==> src/rtl/lrcdf_pkg.sv <==
// Package for the LRC length-prefixed packet deframer.
// Result kind codes, size limits and field widths; no dependencies.
package lrcdf_pkg;

  localparam int unsigned BYTE_W   = 8;
  localparam int unsigned KIND_W   = 3;
  localparam int unsigned NSIZE_W  = 13;
  localparam int unsigned SIZE_W   = 9;   // holds MAX_PACKET
  localparam int unsigned LEN_W    = 17;  // 16-bit length plus the extra bytes

  localparam logic [SIZE_W-1:0] MIN_SIZE   = SIZE_W'(5);
  localparam logic [SIZE_W-1:0] MAX_PACKET = SIZE_W'(261);
  localparam logic [LEN_W-1:0]  LEN_EXTRA  = LEN_W'(3);

  // Header bytes are 0 and 1; the length field sits in bytes 2 and 3.
  localparam logic [SIZE_W-1:0] IDX_HDR_END = SIZE_W'(2);
  localparam logic [SIZE_W-1:0] IDX_LEN_HI  = SIZE_W'(2);
  localparam logic [SIZE_W-1:0] IDX_LEN_LO  = SIZE_W'(3);

  typedef enum logic [KIND_W-1:0] {
    KIND_PAYLOAD  = 3'd0,
    KIND_DATA_OK  = 3'd1,
    KIND_LEN_OK   = 3'd2,
    KIND_LRC_DROP = 3'd3,
    KIND_BUS_DROP = 3'd4,
    KIND_BAD_LEN  = 3'd5
  } kind_t;

endpackage

==> src/rtl/lrc_length_packet_deframer.sv <==
// Byte-serial deframer for an XOR-LRC protected, length-prefixed packet link.
// Single module; depends on lrcdf_pkg for kind codes, limits and widths.
//
//   channel | direction | handshake             | payload
//   --------+-----------+-----------------------+-------------------------------------
//   in      | input     | in_valid / in_stall   | in_rx_byte[7:0], in_bus_error
//   out     | output    | out_valid / out_stall | out_kind[2:0], out_payload[7:0],
//           |           |                       | out_next_size[12:0]
//
// Flow: one beat per clock while out_stall is low; a result passes from its input
//   beat through the input register, then the framing logic into the result register.
// Reset: rst_n low (synchronous) empties both registers, sets the expected
//   size to 5 and restarts the packet position and LRC.
// Stalls: out_stall holds the result register; the input register keeps moving
//   while the result register is empty or being drained, so in_stall only rises
//   when a held input beat has nowhere to go.
module lrc_length_packet_deframer (
  input  logic                               clk,
  input  logic                               rst_n,
  input  logic                               in_valid,
  output logic                               in_stall,
  input  logic [lrcdf_pkg::BYTE_W-1:0]       in_rx_byte,
  input  logic                               in_bus_error,
  output logic                               out_valid,
  input  logic                               out_stall,
  output logic [lrcdf_pkg::KIND_W-1:0]       out_kind,
  output logic [lrcdf_pkg::BYTE_W-1:0]       out_payload,
  output logic [lrcdf_pkg::NSIZE_W-1:0]      out_next_size
);
  import lrcdf_pkg::*;

  // ---------------- input register ----------------
  logic              s1_vld_r;
  logic [BYTE_W-1:0] s1_byte_r;
  logic              s1_err_r;
  logic              s1_go;     // result register can take the input register beat this cycle

  // ---------------- framing state ----------------
  logic [SIZE_W-1:0] exp_size_r, exp_size_nxt;
  logic [SIZE_W-1:0] byte_idx_r, byte_idx_nxt;
  logic [BYTE_W-1:0] lrc_r,      lrc_nxt;
  logic              hdr_zero_r, hdr_zero_nxt;
  logic [BYTE_W-1:0] len_hi_r,   len_hi_nxt;
  logic [BYTE_W-1:0] len_lo_r,   len_lo_nxt;

  // ---------------- result register ----------------
  logic               out_vld_r, out_vld_nxt;
  kind_t              out_kind_r, out_kind_nxt;
  logic [BYTE_W-1:0]  out_pay_r,  out_pay_nxt;
  logic [SIZE_W-1:0]  out_size_r, out_size_nxt;

  logic               emit;
  logic [SIZE_W:0]    idx_inc;    // one bit wider: idx + 1 against the size
  logic [LEN_W-1:0]   len_size;
  logic               last_byte;

  // Result register is free when empty or when its beat leaves this cycle.
  assign s1_go    = ~out_vld_r | ~out_stall;
  assign in_stall = s1_vld_r & ~s1_go;

  always_ff @(posedge clk) begin
    if (!rst_n) begin
      s1_vld_r <= 1'b0;
    end else if (!in_stall) begin
      s1_vld_r <= in_valid;
    end
  end

  always_ff @(posedge clk) begin
    if (!in_stall) begin
      s1_byte_r <= in_rx_byte;
      s1_err_r  <= in_bus_error;
    end
  end

  // ---------------- framing logic ----------------
  always_comb begin
    exp_size_nxt = exp_size_r;
    byte_idx_nxt = byte_idx_r;
    lrc_nxt      = lrc_r;
    hdr_zero_nxt = hdr_zero_r;
    len_hi_nxt   = len_hi_r;
    len_lo_nxt   = len_lo_r;
    emit         = 1'b0;
    out_kind_nxt = KIND_PAYLOAD;
    out_pay_nxt  = '0;
    idx_inc      = {1'b0, byte_idx_r} + (SIZE_W+1)'(1);
    last_byte    = idx_inc >= {1'b0, exp_size_r};
    len_size     = {1'b0, len_hi_r, len_lo_r} + LEN_EXTRA;

    if (s1_err_r) begin
      // bus error: drop the packet in progress, keep the expected size
      byte_idx_nxt = '0;
      lrc_nxt      = '0;
      hdr_zero_nxt = 1'b1;
      len_hi_nxt   = '0;
      len_lo_nxt   = '0;
      emit         = 1'b1;
      out_kind_nxt = KIND_BUS_DROP;
    end else begin
      lrc_nxt = lrc_r ^ s1_byte_r;
      if (byte_idx_r < IDX_HDR_END && s1_byte_r != '0) begin
        hdr_zero_nxt = 1'b0;
      end
      if (byte_idx_r == IDX_LEN_HI) begin
        len_hi_nxt = s1_byte_r;
      end
      if (byte_idx_r == IDX_LEN_LO) begin
        len_lo_nxt = s1_byte_r;
      end
      len_size = {1'b0, len_hi_nxt, len_lo_nxt} + LEN_EXTRA;

      if (last_byte) begin
        emit = 1'b1;
        if (lrc_nxt != '0) begin
          exp_size_nxt = MIN_SIZE;
          out_kind_nxt = KIND_LRC_DROP;
        end else if (hdr_zero_nxt) begin
          if (len_size >= LEN_W'(MIN_SIZE) && len_size <= LEN_W'(MAX_PACKET)) begin
            exp_size_nxt = len_size[SIZE_W-1:0];
            out_kind_nxt = KIND_LEN_OK;
          end else begin
            exp_size_nxt = MIN_SIZE;
            out_kind_nxt = KIND_BAD_LEN;
          end
        end else begin
          exp_size_nxt = MIN_SIZE;
          out_kind_nxt = KIND_DATA_OK;
        end
        byte_idx_nxt = '0;
        lrc_nxt      = '0;
        hdr_zero_nxt = 1'b1;
        len_hi_nxt   = '0;
        len_lo_nxt   = '0;
      end else begin
        byte_idx_nxt = idx_inc[SIZE_W-1:0];
        if (byte_idx_r >= IDX_HDR_END && !hdr_zero_nxt) begin
          // data packet body (the LRC byte itself is never streamed)
          emit         = 1'b1;
          out_kind_nxt = KIND_PAYLOAD;
          out_pay_nxt  = s1_byte_r;
        end
      end
    end
    out_size_nxt = exp_size_nxt;
  end

  always_comb begin
    out_vld_nxt = out_vld_r & out_stall;
    if (s1_vld_r && s1_go) begin
      out_vld_nxt = emit;
    end
  end

  always_ff @(posedge clk) begin
    if (!rst_n) begin
      exp_size_r <= MIN_SIZE;
      byte_idx_r <= '0;
      lrc_r      <= '0;
      hdr_zero_r <= 1'b1;
      len_hi_r   <= '0;
      len_lo_r   <= '0;
      out_vld_r  <= 1'b0;
    end else begin
      out_vld_r <= out_vld_nxt;
      if (s1_vld_r && s1_go) begin
        exp_size_r <= exp_size_nxt;
        byte_idx_r <= byte_idx_nxt;
        lrc_r      <= lrc_nxt;
        hdr_zero_r <= hdr_zero_nxt;
        len_hi_r   <= len_hi_nxt;
        len_lo_r   <= len_lo_nxt;
      end
    end
  end

  always_ff @(posedge clk) begin
    if (s1_vld_r && s1_go && emit) begin
      out_kind_r <= out_kind_nxt;
      out_pay_r  <= out_pay_nxt;
      out_size_r <= out_size_nxt;
    end
  end

  assign out_valid     = out_vld_r;
  assign out_kind      = out_kind_r;
  assign out_payload   = out_pay_r;
  assign out_next_size = NSIZE_W'(out_size_r);

  // ---------------- assertions ----------------
  a_size_range: assert property (@(posedge clk) disable iff (!rst_n)
    exp_size_r >= MIN_SIZE && exp_size_r <= MAX_PACKET)
    else $error("expected size out of range");

  a_idx_in_packet: assert property (@(posedge clk) disable iff (!rst_n)
    byte_idx_r < exp_size_r)
    else $error("byte index past packet end");

  a_end_resyncs: assert property (@(posedge clk) disable iff (!rst_n)
    out_vld_r && (out_kind_r == KIND_DATA_OK || out_kind_r == KIND_LRC_DROP ||
                  out_kind_r == KIND_BAD_LEN) |-> out_size_r == MIN_SIZE)
    else $error("packet end did not resync size");

  a_payload_zero: assert property (@(posedge clk) disable iff (!rst_n)
    out_vld_r && out_kind_r != KIND_PAYLOAD |-> out_pay_r == '0)
    else $error("payload not zero on status beat");

  a_held_beat: assert property (@(posedge clk) disable iff (!rst_n)
    in_stall |=> s1_vld_r && $stable(s1_byte_r) && $stable(byte_idx_r))
    else $error("held input beat lost or state moved");

endmodule

==> config.mk <==
export PLATFORM = sky130hd
export DESIGN_NAME = lrc_length_packet_deframer
export DESIGN_NICKNAME = d
export VERILOG_FILES = /design/src/rtl/lrcdf_pkg.sv /design/src/rtl/lrc_length_packet_deframer.sv
export SDC_FILE = /design/constraint.sdc
export NUM_CORES = 1
export LEC_CHECK = 0
export BUFFER_PORTS_ARGS = -buffer_cell sky130_fd_sc_hd__buf_2
export CAP_MARGIN = 25
export CORE_AREA = 2 2 111 113
export CTS_CLUSTER_DIAMETER = 100
export DETAILED_ROUTE_END_ITERATION = 16
export DIE_AREA = 0 0 113 115
export PLACE_DENSITY = 0.54
export SLEW_MARGIN = 0
export SYNTH_ARGS = -nofsm -noshare
export SYNTH_HDL_FRONTEND = slang
export SYNTH_SLANG_ARGS = --single-unit
==> constraint.sdc <==
create_clock -name clk -period 4.79 [get_ports clk]
set_clock_uncertainty 0.05 [all_clocks]
set_input_delay 0.479 -clock clk [delete_from_list [all_inputs] [get_ports clk]]
set_output_delay 0.479 -clock clk [all_outputs]
set_load 0.01 [all_outputs]
==> results.py, run 1 <==
metrics = {
    "outcome": {
        "outcome": "complete, but fails checks",
        "violations": "design-rule violations",
    },
    "synthesis": {
        "synth.distinct_cells": 65,
        "synth_edf_count": 29,
        "synth-seq-cells": 74,
        "netlist_area_um2": 4070,
        "yosys_warnings": 0,
        "ys.flop_type": "dfxtp_1",
        "synthesis.instances": 437,
        "async_reset_ff_share_pct": 0,
        "syn_area_per_cell_um2": 9.32,
        "ys_seq_area_share_pct": 43.5,
    },
    "timing": {
        "rsz0062_at_grt": "no",
        "post-route-period-util_pct": 82.9,
        "hold_violations": 0,
        "timing.final.ws_setup_ps": 820,
        "slew_violations": 0,
        "slew_headroom_pct": 41.2,
        "setup_viol": 0,
        "max_clock_freq_mhz": 252,
        "tns_ps": 0,
        "holdWs_ps": 266,
        "finalCriticalPeriod_ps": 3970,
        "worst_pin_slew_ps": 879,
    },
    "grt": {
        "grt_max_degree": 38,
        "grt_use_total_pct": 16.0,
        "grt_pass1_vias": 3093,
        "antenna_found_initial": 0,
        "grt_first_pass_wirelength_um": 16200,
        "grt-ovfl-total": 0,
    },
    "finish": {
        "finalNetCount": 485,
        "syn_to_final_growth_pct": 14.1,
        "antenna_cells": 0,
        "fin_util_pct": 39.3,
        "instances_no_fill": 611,
        "layout-drive-gt1-share_pct": 16.6,
    },
    "clock_tree": {
        "cts_resized": 0,
        "cts_setup_buffers": 0,
        "cts_tree": "done",
        "clock_path_buffers": 2,
        "h-tree-depth": 3,
        "worstSkewPairLatency_ps": 340,
        "cts_buffers": 9,
        "cts.root.buffer_cell": "clkbuf_16",
        "clock-sinks": 74,
        "ctsHoldBuffers": 0,
        "clkTransAtPathRegs_ps": 60,
    },
    "routing": {
        "drt_pass1_iterations": 10,
        "top_layer": "met4",
        "drc": 4,
        "drt_iter0_drc": 197,
        "wl_per_cell_um": 16.5,
        "wirelength_um": 10100,
        "wl_met1_um": 4840,
        "wl_met2_um": 4580,
        "via_count": 3240,
        "viasPerCell": 5.30,
        "antenna_left": 0,
        "wl_met3_um": 461,
    },
    "power": {
        "ir_drop_mv": 0.208,
        "intPower_uw": 1210,
        "p_switching_uw": 331,
        "pwr-share-seq_pct": 44.4,
        "combPwrFrac_pct": 4.3,
        "leakage_uw": 0.00181,
        "power.share.clock_pct": 51.2,
        "netSwitchingFraction_pct": 21.4,
        "powerDensity_nw_per_um2": 332,
    },
    "die": {
        "io_pins": 39,
        "num_rows": 40,
        "initial_core_util_pct": 34.5,
        "die_area_um2": 13000,
        "dieHeight_um": 115,
        "dieWidth_um": 113,
        "core-area_um2": 11800,
    },
    "place": {
        "hpwl_um": 6920,
        "gp_congestion": 0.807,
        "place.port_buffers": 34,
        "place_inst": 595,
        "pre_cts_ws_ps": 872,
    },
    "setup_path": {
        "r2r_slack_ps": 820,
        "slowest_delay_ps": 480,
        "critPathMaxFanout": 17,
        "path_buf_inv": 1,
        "end_kind": "flip-flop",
        "arrival_ps": 4010,
        "crit_slowest_cell": "mux2i_1",
        "crit_type": "reg -> reg",
        "cp_top_family": "simple AND/OR/NAND/NOR gates",
        "worst_path_most_repeated_cell": "mux2i_1",
        "crit_path_start_kind": "flip-flop",
        "required_ps": 4830,
        "cp_cell_sequence": "nor4_2, nand3_2, buf_4, mux2i_1, ha_1, and4b_1, nand4_1, mux2i_1, a211o_2, o2111ai_1, o21a_4, nand3_4, o22a_2",
    },
    "job": {
        "cap_viol_max_count": 0,
    },
    "worst_hold_path": {
        "min_path_type": "in -> reg",
    },
}
[layout make-up]
class	count	area, um2
flip-flops and latches	74	1770
repair buffers	37	193
multi-input cells	320	2080
clock buffers	10	239
fillers	1187	7170
inverters	17	63.8
well taps	147	184
clock inverters	6	113
[power groups by stage]
stage	registers, uW	logic, uW	clock network [uW]
after floorplan	686	55.0	0
after global routing	687	74.3	831
after CTS	685	67.2	803
after detailed placement	699	66.9	0
final	685	66.8	791
after global placement	699	66.6	0
[flip-flops by register name (all words and copies together), names as in the netlist, 3 cells and up]
register / cells
byte_idx_r: 9
exp_size_r: 9
len_hi_r: 8
len_lo_r: 8
lrc_r: 8
out_kind: 3
out_payload: 8
out_size_r: 9
s1_byte_r: 8
[kinds of logic (layout without fill, tap and decap cells)]
kind of cell             after synthesis  in the layout  share of synthesized area [%]
AND/OR/NAND/NOR                      164            164                           21.8
AO/OA/AOI/OAI                        105            105                           17.3
other                                  1              4                         0.0921
buffers and inverters                 46             70                           5.72
flip-flops                            74             74                           43.5
XOR/XNOR                              23             23                           4.95
adder cells (fa/ha/maj)               13             13                           4.00
multiplexers                          11             11                           2.70
[metal layers]
layer,global-route usage (%),vias to the layer above
li1,-,1616
met1,22.1,1528
met2,25.1,80
met3,2.74,16
met4,6.02,0
met5,0,-
[path summary, 6_finish.rpt]
kind,start,endpoint,depth (start not counted)
worst min register to register,lrc_r[1],lrc_r[1],2
worst min-delay path,in_rx_byte[0],s1_byte_r[0],1
worst max-delay path,byte_idx_r[2],out_size_r[0],13
worst max register to register,byte_idx_r[2],out_size_r[0],13
[cell usage after synthesis (9+ instances only)]
master / instances / area, um2
dfxtp_1: 45 / 901
nand2_1: 41 / 154
nor2_1: 39 / 146
edfxtp_1: 29 / 871
o21ai_0: 23 / 115
a21oi_1: 22 / 110
clkbuf_1: 16 / 60.1
inv_1: 16 / 60.1
a22oi_1: 14 / 105
xor2_1: 14 / 123
ha_1: 13 / 163
nor3_1: 13 / 65.1
mux2i_1: 11 / 110
nand3b_1: 11 / 82.6
and2_1: 10 / 62.6
nand3_1: 9 / 45.0
xnor2_1: 9 / 78.8
[worst reg2reg max path, stage by stage (launching register included)]
cell       delay, ps
dfxtp_1          380
nor4_2           450
nand3_2          140
buf_4            230
mux2i_1          490
ha_1             440
and4b_1          270
nand4_1          100
mux2i_1          100
a211o_2          330
o2111ai_1        130
o21a_4           200
nand3_4          180
o22a_2           250
[cells in the final DEF, fill, tap and decap left out, types with 3 or more instances in the layout]
cell type	n
a21o_1	3
and3_1	5
nand3_1	9
buf_4	3
inv_1	16
o22ai_1	8
conb_1	4
a211oi_1	4
xnor2_1	9
nor2b_1	5
and2_1	10
nand2_1	41
a21oi_1	21
o32ai_1	7
a22oi_1	14
buf_2	34
nand3b_1	11
mux2i_1	11
nor2_1	39
nor4_1	3
xor2_1	14
clkbuf_16	9
edfxtp_1	29
o21ai_0	23
bufinv_16	3
nor3_1	13
o21bai_1	3
nand4_1	6
or2_2	3
a31oi_1	4
dfxtp_1	45
ha_1	13
[metrics by stage]
stage          cell area (um2)  power [uW]
5_1_grt                   4650        1590
6_report                  4650        1540
2_1_floorplan             4080         741
4_1_cts                   4650        1560
3_3_place_gp              4290         765
3_5_place_dp              4290         766
Power figures use the tool's default switching activity.
==> run 2: changes to the inputs <==
Clock period 4.79 ns to 3.7 ns, I/O delays scaled along.
==> run 2 against run 1 <==
  * The run still ends with design-rule violations left
  * Critical path depth shrank 1
  * Flip-flop and latch count is the same
  * Die area is the same
  * First-iteration DRC count is the same
  * Non-clock buffer count grew 19
  * Sequential power grew 28%
  * Cell count grew 3.1%
  * Cell area grew 2.3%
  * Total power grew 19%
  * Via count grew 2.1%
  * Sequential share of layout area shrank 0.83 points
  * Fmax grew 16%
==> results.py, run 2 (synthesis results as in run 1) <==
metrics = {
    "outcome": {
        "outcome": "complete, but fails checks",
        "violations": "design-rule violations",
    },
    "clock_tree": {
        "cts_buffers": 9,
        "worstSkewPairLatency_ps": 340,
        "clkTransAtPathRegs_ps": 60,
        "h-tree-depth": 3,
        "cts.root.buffer_cell": "clkbuf_16",
        "clock_path_buffers": 2,
        "cts_tree": "done",
        "ctsHoldBuffers": 0,
        "clock-sinks": 74,
    },
    "place": {
        "place_area_um2": 4410,
        "hpwl_um": 7100,
        "place.port_buffers": 34,
        "gp_congestion": 0.839,
    },
    "routing": {
        "wl_per_cell_um": 16.1,
        "viasPerCell": 5.25,
        "drt_pass1_iterations": 10,
        "drt_iter0_drc": 197,
        "wirelength_um": 10200,
        "antenna_left": 0,
        "via_count": 3309,
        "drc": 4,
    },
    "die": {
        "core-area_um2": 11800,
        "io_pins": 39,
        "num_rows": 40,
        "dieWidth_um": 113,
        "die_area_um2": 13000,
        "dieHeight_um": 115,
        "initial_core_util_pct": 34.5,
    },
    "timing": {
        "setup_viol": 0,
        "worst_pin_slew_ps": 875,
        "finalCriticalPeriod_ps": 3420,
        "post-route-period-util_pct": 92.3,
        "max_clock_freq_mhz": 293,
        "rsz0062_at_grt": "no",
        "tns_ps": 0,
        "slew_violations": 0,
        "slew_headroom_pct": 41.1,
        "hold_violations": 0,
    },
    "power": {
        "ir_drop_mv": 0.246,
        "leakage_uw": 0.00188,
        "powerDensity_nw_per_um2": 386,
    },
    "setup_path": {
        "cp_cell_sequence": "nor4_4, nand3_2, mux2i_1, ha_2, and4b_1, nand4_1, mux2i_1, a211o_2, o2111ai_1, o21a_4, nand3_4, o22a_2",
        "critPathMaxFanout": 17,
        "worst_path_most_repeated_cell": "mux2i_1",
        "rr_endpoint": "out_size_r[0]",
        "end_kind": "flip-flop",
        "regToRegStartpoint": "byte_idx_r[2]",
        "worstSetupStartpoint": "byte_idx_r[2]",
        "slowest_delay_ps": 400,
        "crit_type": "reg -> reg",
        "arrival_ps": 3460,
        "required_ps": 3750,
        "crit_path_start_kind": "flip-flop",
        "crit_slowest_cell": "dfxtp_1",
        "reg2regPathDepth": 12,
        "r2r_slack_ps": 280,
        "crit_path_end": "out_size_r[0]",
    },
    "grt": {
        "grt_first_pass_wirelength_um": 16200,
        "grt_max_degree": 38,
        "grt_use_total_pct": 16.4,
        "grt_pass1_vias": 3039,
        "grt-ovfl-total": 0,
        "antenna_found_initial": 0,
    },
    "finish": {
        "largestRegisters": "byte_idx_r x9, exp_size_r x9, out_size_r x9",
        "finalNetCount": 504,
        "final_common_cell": "dfxtp_1",
        "layout-drive-gt1-share_pct": 20.9,
        "regArea_um2": 1770,
        "syn_to_final_growth_pct": 16.7,
        "antenna_cells": 0,
        "fin_area_um2": 4750,
        "filler_cell_count": 1174,
        "multi_input_area_um2": 2100,
        "final_cell_mix": "44 x dfxtp_1, 41 x nand2_1, 37 x nor2_1",
    },
    "job": {
        "cap_viol_max_count": 0,
    },
    "worst_hold_path": {
        "min_path_type": "in -> reg",
    },
}
-- run 2: layout make-up --
type	count	share of cell area, %
Clock buffer	12	5.63
Clock inverter	4	0.500
Inverter	17	1.34
Multi-Input combinational cell	320	44.3
Sequential cell	74	37.3
Tap cell	147	3.87
Timing Repair Buffer	56	7.06
-- run 2: repair_timing --
action	4_1_cts	5_1_grt
setup buffers	0	4
gates resized for setup	0	8
setup endpoints to repair	0	48
-- run 2: how the worst min path moves through the flow --
| stage | start | to | cells past startpoint |
|---|---|---|---|
| after floorplan | lrc_r[0] | lrc_r[0] | 2 |
| after global placement | lrc_r[6] | lrc_r[6] | 2 |
| after detailed placement | hdr_zero_r | hdr_zero_r | 2 |
| after CTS | in_rx_byte[0] | s1_byte_r[0] | 1 |
| after global routing | in_rx_byte[2] | s1_byte_r[2] | 1 |
| final | in_rx_byte[1] | s1_byte_r[1] | 1 |
-- run 2: layer usage --
metal | share of wire [%] | up-vias | track usage [%] | wire length [um]
li1 | - | 1654 | - | -
met1 | 49 | 1581 | 22.6 | 4970
met2 | 46 | 64 | 24.8 | 4630
met3 | 3.6 | 10 | 3.53 | 368
met4 | 1.9 | 0 | 7.07 | 195
met5 | 0 | - | 0 | 0
-- run 2: critical path: cells and delay by family (launching register included) --
family / cells / cell delay [ps]
muxes: 2 / 400
DFF: 1 / 400
adders and majority gates: 1 / 330
and+or+nand+nor: 5 / 1090
AOI/OAI and AO/OA: 4 / 900
-- run 2: per-stage QoR --
| stage | cells | total power (uW) | hold WS (ps) | worst slack (ps) | utilization (%) |
|---|---|---|---|---|---|
| final | 630 | 1830 | 151 | 283 | 40.2 |
| after floorplan | 440 | 960 | 401 | 30.5 | - |
| after detailed placement | 610 | 998 | 419 | 159 | 37.3 |
| after global placement | 610 | 997 | 409 | 197 | 37.3 |
| after global routing | 630 | 1900 | 141 | 0.728 | 40.2 |
| after CTS | 626 | 1840 | 143 | 146 | 39.8 |
-- run 2: power by group --
group	internal (uW)	leakage (uW)	switching, uW
sequential	861	0.000648	16.4
combinational	37.3	0.00108	69.9
clock	511	0.000147	337
